[config.mk]
export PLATFORM = sky130hd
export DESIGN_NAME = clc_geom
export DESIGN_NICKNAME = d
export VERILOG_FILES = /design/src/sv/clc_pkg.sv /design/src/sv/clc_geom.sv
export SDC_FILE = /design/constraint.sdc
export NUM_CORES = 2
export LEC_CHECK = 0
export BUFFER_PORTS_ARGS = -buffer_cell sky130_fd_sc_hd__buf_4
export CAP_MARGIN = 40
export CORE_UTILIZATION = 42
export CTS_CLUSTER_DIAMETER = 30
export DETAILED_ROUTE_END_ITERATION = 6
export REMOVE_ABC_BUFFERS = 1
export SLEW_MARGIN = 0
export SYNTH_ARGS = -nofsm -noshare
export SYNTH_HDL_FRONTEND = slang
export SYNTH_SLANG_ARGS = --single-unit
[constraint.sdc]
create_clock -name clk_i -period 9.5 [get_ports clk_i]
set_clock_uncertainty 0.1 [all_clocks]
set_input_delay 1.425 -clock clk_i [delete_from_list [all_inputs] [get_ports clk_i]]
set_output_delay 1.425 -clock clk_i [all_outputs]
set_load 0.01 [all_outputs]
[src/sv/clc_pkg.sv]
// Shared types, constants and the quarter-wave sine builder for the cloth curl deformer.
package clc_pkg;

  localparam int unsigned SineEntriesDef = 256;
  localparam longint unsigned HalfPiQ28 = 64'd421657428;

  localparam int unsigned CoordW = 16;
  localparam int unsigned RxW    = 24;
  localparam int unsigned SineW  = 16;

  typedef enum logic [2:0] {
    RegPeriod = 3'd0,
    RegCosine = 3'd1,
    RegSine   = 3'd2,
    RegRadius = 3'd3,
    RegAmp    = 3'd4,
    RegWidth  = 3'd5,
    RegHeight = 3'd6
  } reg_idx_e;

  // Radius, width and height hold the values in use (zero already taken as one).
  typedef struct packed {
    logic        [15:0] period;
    logic signed [15:0] cosine;
    logic signed [15:0] sine;
    logic        [15:0] radius;
    logic        [15:0] amp;
    logic        [11:0] width;
    logic        [11:0] height;
  } cfg_t;

  // Taylor series to degree 13 in Q28, rounded to Q1.14 and clamped to one.
  // Evaluated at elaboration only, to fill the quarter-wave table.
  function automatic logic [14:0] sine_q14(input longint unsigned ang);
    longint unsigned sq;
    longint unsigned term;
    longint signed   sum;
    longint signed   e;
    sq   = (ang * ang) >> 28;
    term = ang;
    sum  = longint'(ang);
    term = ((term * sq) >> 28) / 64'd6;
    sum  = sum - longint'(term);
    term = ((term * sq) >> 28) / 64'd20;
    sum  = sum + longint'(term);
    term = ((term * sq) >> 28) / 64'd42;
    sum  = sum - longint'(term);
    term = ((term * sq) >> 28) / 64'd72;
    sum  = sum + longint'(term);
    term = ((term * sq) >> 28) / 64'd110;
    sum  = sum - longint'(term);
    term = ((term * sq) >> 28) / 64'd156;
    sum  = sum + longint'(term);
    if (sum < 0) sum = 0;
    e = (sum + 8192) / 16384;
    if (e > 16384) e = 16384;
    return 15'(e);
  endfunction

endpackage

[src/sv/clc_geom.sv]
// Curl centre offset, rotation and radius subtraction over three stages.
module clc_geom (
  input  logic                       clk_i,
  input  logic                       rst_ni,
  input  logic                       en_i,
  input  clc_pkg::cfg_t              cfg_i,
  input  logic                       valid_i,
  input  logic signed [15:0]         x_i,
  input  logic signed [15:0]         y_i,
  output logic                       valid_o,
  output logic signed [clc_pkg::RxW-1:0] rx_o
);
  import clc_pkg::*;

  logic signed [16:0] om;
  logic signed [29:0] cxp, cyp;
  logic signed [19:0] cx, cy;
  logic signed [20:0] dx_d, dy_d, dx_q, dy_q;
  logic signed [36:0] pc_d, ps_d, pc_q, ps_q;
  logic signed [37:0] rot;
  logic signed [RxW-1:0] rx_d, rx_q;
  logic [2:0] vld_q;

  assign om   = 17'sd16384 - $signed({1'b0, cfg_i.period});
  assign cxp  = om * $signed({1'b0, cfg_i.width});
  assign cyp  = om * $signed({1'b0, cfg_i.height});
  assign cx   = 20'(cxp >>> 10);
  assign cy   = 20'(cyp >>> 10);
  assign dx_d = 21'(x_i) - 21'(cx);
  assign dy_d = 21'(y_i) - 21'(cy);

  assign pc_d = dx_q * cfg_i.cosine;
  assign ps_d = dy_q * cfg_i.sine;

  assign rot  = 38'(pc_q) - 38'(ps_q);
  assign rx_d = RxW'(rot >>> 14) - RxW'($signed({1'b0, cfg_i.radius}));

  always_ff @(posedge clk_i or negedge rst_ni) begin
    if (!rst_ni) begin
      vld_q <= '0;
    end else if (en_i) begin
      vld_q <= {vld_q[1:0], valid_i};
    end
  end

  always_ff @(posedge clk_i) begin
    if (en_i) begin
      dx_q <= dx_d;
      dy_q <= dy_d;
      pc_q <= pc_d;
      ps_q <= ps_d;
      rx_q <= rx_d;
    end
  end

  assign valid_o = vld_q[2];
  assign rx_o    = rx_q;

endmodule

==> results.sh <==
export IMPL_regToRegSetupSlack_ps=1970
export IMPL_core_rowCount=122
export IMPL_outcome="complete, no violations"
export IMPL_yosysWarnings=0
export IMPL_synth_ff_type="edfxtp_1"
export IMPL_synthSimpleGateAreaFrac_pct=15.2
export IMPL_critPathRequiredTime_ps=9600
export IMPL_syn_avg_cell_area_um2=9.22
export IMPL_route_detailed_drc=0
export IMPL_synth_seq_area_share_pct=9.04
export IMPL_first_pass_iters=5
export IMPL_routedWlPerCell_um=15.9
export IMPL_cts_tree="yes"
export IMPL_syn_inst=5131
export IMPL_synth_edf_count=140
export IMPL_clkLatencyLatePin_ps=470
export IMPL_postRouteWirelength_um=109000
export IMPL_rsz0062_at_grt="yes"
export IMPL_yosysMostFrequentCell="inv_1"
export IMPL_io_buffers=148
export IMPL_drv_slew=0
export IMPL_vias=33607
export IMPL_ys_types=75
export IMPL_path_common_cell="buf_4"
export IMPL_worst_slew_pin_slew_ps=922
export IMPL_hold_violations=0
export IMPL_synth_area_leaders="fa_1 44%, ha_1 11%, inv_1 10%, edfxtp_1 8.9%, and2_1 6.0%"
export IMPL_maxCapViolCount=0
export IMPL_synth_compound_area_share_pct=5.56
export IMPL_gr_usage_all_layers_pct=20.3
export IMPL_post_synth_instance_area_um2=47300
export IMPL_cts_root_buf="clkbuf_16"
export IMPL_dp_hpwl_um=91500
export IMPL_drive_gt1_share_pct=9.06
export IMPL_slowest_stage="fa_1"
export IMPL_synth_seq_cells=143
export IMPL_final_period_utilization_pct=97.8
export IMPL_setup_violations_final=0
export IMPL_first_global_vias=35990
export IMPL_dieArea_um2=114000
export IMPL_synth_top_cell_area_share_pct=44.0
export IMPL_relSlewSlack_pct=37.7
export IMPL_grt_max_degree=88
export IMPL_h_tree_depth=4
export IMPL_min_period_ps=9290
export IMPL_synth_top_family_by_area="adder cells"
export IMPL_numCtsBuffers=17
export IMPL_min_path_type="flop to flop"
export IMPL_overflow=0
export IMPL_initial_core_util_pct=42.6
export IMPL_synthMuxAreaShare_pct=0.103
export IMPL_path_clk_slew_ps=60
export IMPL_yosys_area_share_adder_pct=54.8
export IMPL_async_reset_ff_share_pct=2.10
export IMPL_crit_path_max_incr_delay_ps=550
export IMPL_synth_top_cell_by_area="fa_1"
export IMPL_grt_pass1_wl_um=184000
export IMPL_dr_first_iter_drc_count=1486
export IMPL_fp_coreArea_um2=111000
export IMPL_synth_xor_area_share_pct=3.61
export IMPL_via_per_inst=4.90
export IMPL_end_kind="flop"
export IMPL_finalNetCount=6937
export IMPL_start_kind="primary input"
export IMPL_synth_common_cells="1,293 x inv_1, 1,041 x fa_1, 673 x nand2_1, 456 x and2_1, 407 x ha_1"
export IMPL_crit_fanout=5
export IMPL_die_w_um=338
export IMPL_cts_sinks=143
export IMPL_die_h_um=338
export IMPL_cts_path_max_buffers=2
export IMPL_max_freq_mhz=108
export IMPL_ant_nets=0
export IMPL_pin_count=165
export IMPL_antenna_found_initial=3
export IMPL_final_util_pct=47.1
export IMPL_cp_arrival_ps=9380
export IMPL_syn_to_final_growth_pct=10.5
export IMPL_crit_type="primary input to flop"
export IMPL_finalWeightedCongestion=0.856
==> final timing paths <==
path | from | end | cells after the start
max reg2reg | dy_q[12]$_DFFE_PP_ | ps_q[36]$_DFFE_PP_ | 24
min reg2reg | vld_q[1]$_DFFE_PN0P_ | vld_q[2]$_DFFE_PN0P_ | 1
min | vld_q[1]$_DFFE_PN0P_ | vld_q[2]$_DFFE_PN0P_ | 1
max in group asynchronous | rst_ni | vld_q[0]$_DFFE_PN0P_ | 1
min in group asynchronous | rst_ni | vld_q[2]$_DFFE_PN0P_ | 1
max | cfg_i[92] | dy_q[19]$_DFFE_PP_ | 35
==> repair_timing <==
item / in CTS / in global routing
setup endpoints to repair: 3 / 17
hold buffers: 0 / 0
cloned: 0 / 0
setup buffers: 0 / 8
pin swaps: 1 / 37
resized for setup: 5 / 77
==> registers in the layout, indices dropped and copies added (netlist names) <==
register,count
ps_q,37
rx_o,24
dy_q,21
pc_q,37
dx_q,21
vld_q,3
==> cells by family (layout without fill, tap and decap cells) <==
kind of cell | Yosys count | in the layout
AND/OR/NAND/NOR | 1468 | 1468
AO/OA/AOI/OAI | 404 | 404
buffers and inverters | 1469 | 1700
adder cells (fa/ha/maj) | 1448 | 1448
other | 0 | 2
multiplexers | 4 | 4
flip-flops | 143 | 143
XOR/XNOR | 195 | 195
==> through the flow <==
| step | hold WS, ps | instances | setup WS (ps) | area (um^2) | TNS (ps) |
|---|---|---|---|---|---|
| floorplan | 375 | 4955 | -334 | 46700 | -793 |
| global placement | 386 | 6810 | -628 | 51400 | -4400 |
| detailed placement | 393 | 6810 | -623 | 51400 | -4650 |
| CTS | 409 | 6842 | -6.82 | 52000 | -6.82 |
| global route | 426 | 6851 | -143 | 52300 | -409 |
| finish | 404 | 6852 | 213 | 52300 | 0 |
==> routing by layer <==
layer	track usage, %	part of all wire, %
met1	27.0	44
met2	35.7	51
met3	1.54	3.4
met4	4.91	1.9
met5	0	0
==> placed cells by master, fill, tap and decap left out, types with 7 or more instances in the layout <==
| master | count |
|---|---|
| nand4_1 | 9 |
| nand3_1 | 32 |
| xor2_1 | 51 |
| nand2b_1 | 60 |
| fa_1 | 1038 |
| nor2_1 | 100 |
| ha_1 | 401 |
| and3_1 | 19 |
| a21boi_0 | 9 |
| o211ai_1 | 9 |
| o31ai_1 | 9 |
| edfxtp_1 | 140 |
| xnor2_1 | 132 |
| o21a_1 | 20 |
| xnor2_2 | 8 |
| a211oi_1 | 7 |
| nor2b_1 | 27 |
| a21o_1 | 45 |
| nor4_1 | 9 |
| clkbuf_16 | 17 |
| o21ai_1 | 17 |
| nor3_1 | 33 |
| and2_1 | 454 |
| o21ai_0 | 64 |
| nand2_1 | 671 |
| inv_1 | 1292 |
| a31oi_1 | 7 |
| or3_1 | 12 |
| buf_4 | 370 |
| or2_2 | 7 |
| o21bai_1 | 17 |
| a21oi_1 | 119 |
==> cell type report <==
cell class | instances | area (um^2)
Tap cell | 1488 | 1860
Multi-Input combinational cell | 3519 | 37900
Inverter | 1293 | 4850
Timing Repair Buffer | 375 | 2860
Antenna cell | 2 | 5.00
Fill cell | 10773 | 58800
Clock buffer | 19 | 433
Clock inverter | 13 | 138
Sequential cell | 143 | 4280
==> worst max-delay path, delay by kind of cell <==
family          cells  cell delay, ps
buf+inv            10            1070
simple gates        9            2300
xor+xnor            2             280
fa+ha+maj           7            2880
compound gates      7            1430
Power is not shown: default switching activity piles up to over one toggle a cycle in this logic, so the estimate is an artifact.
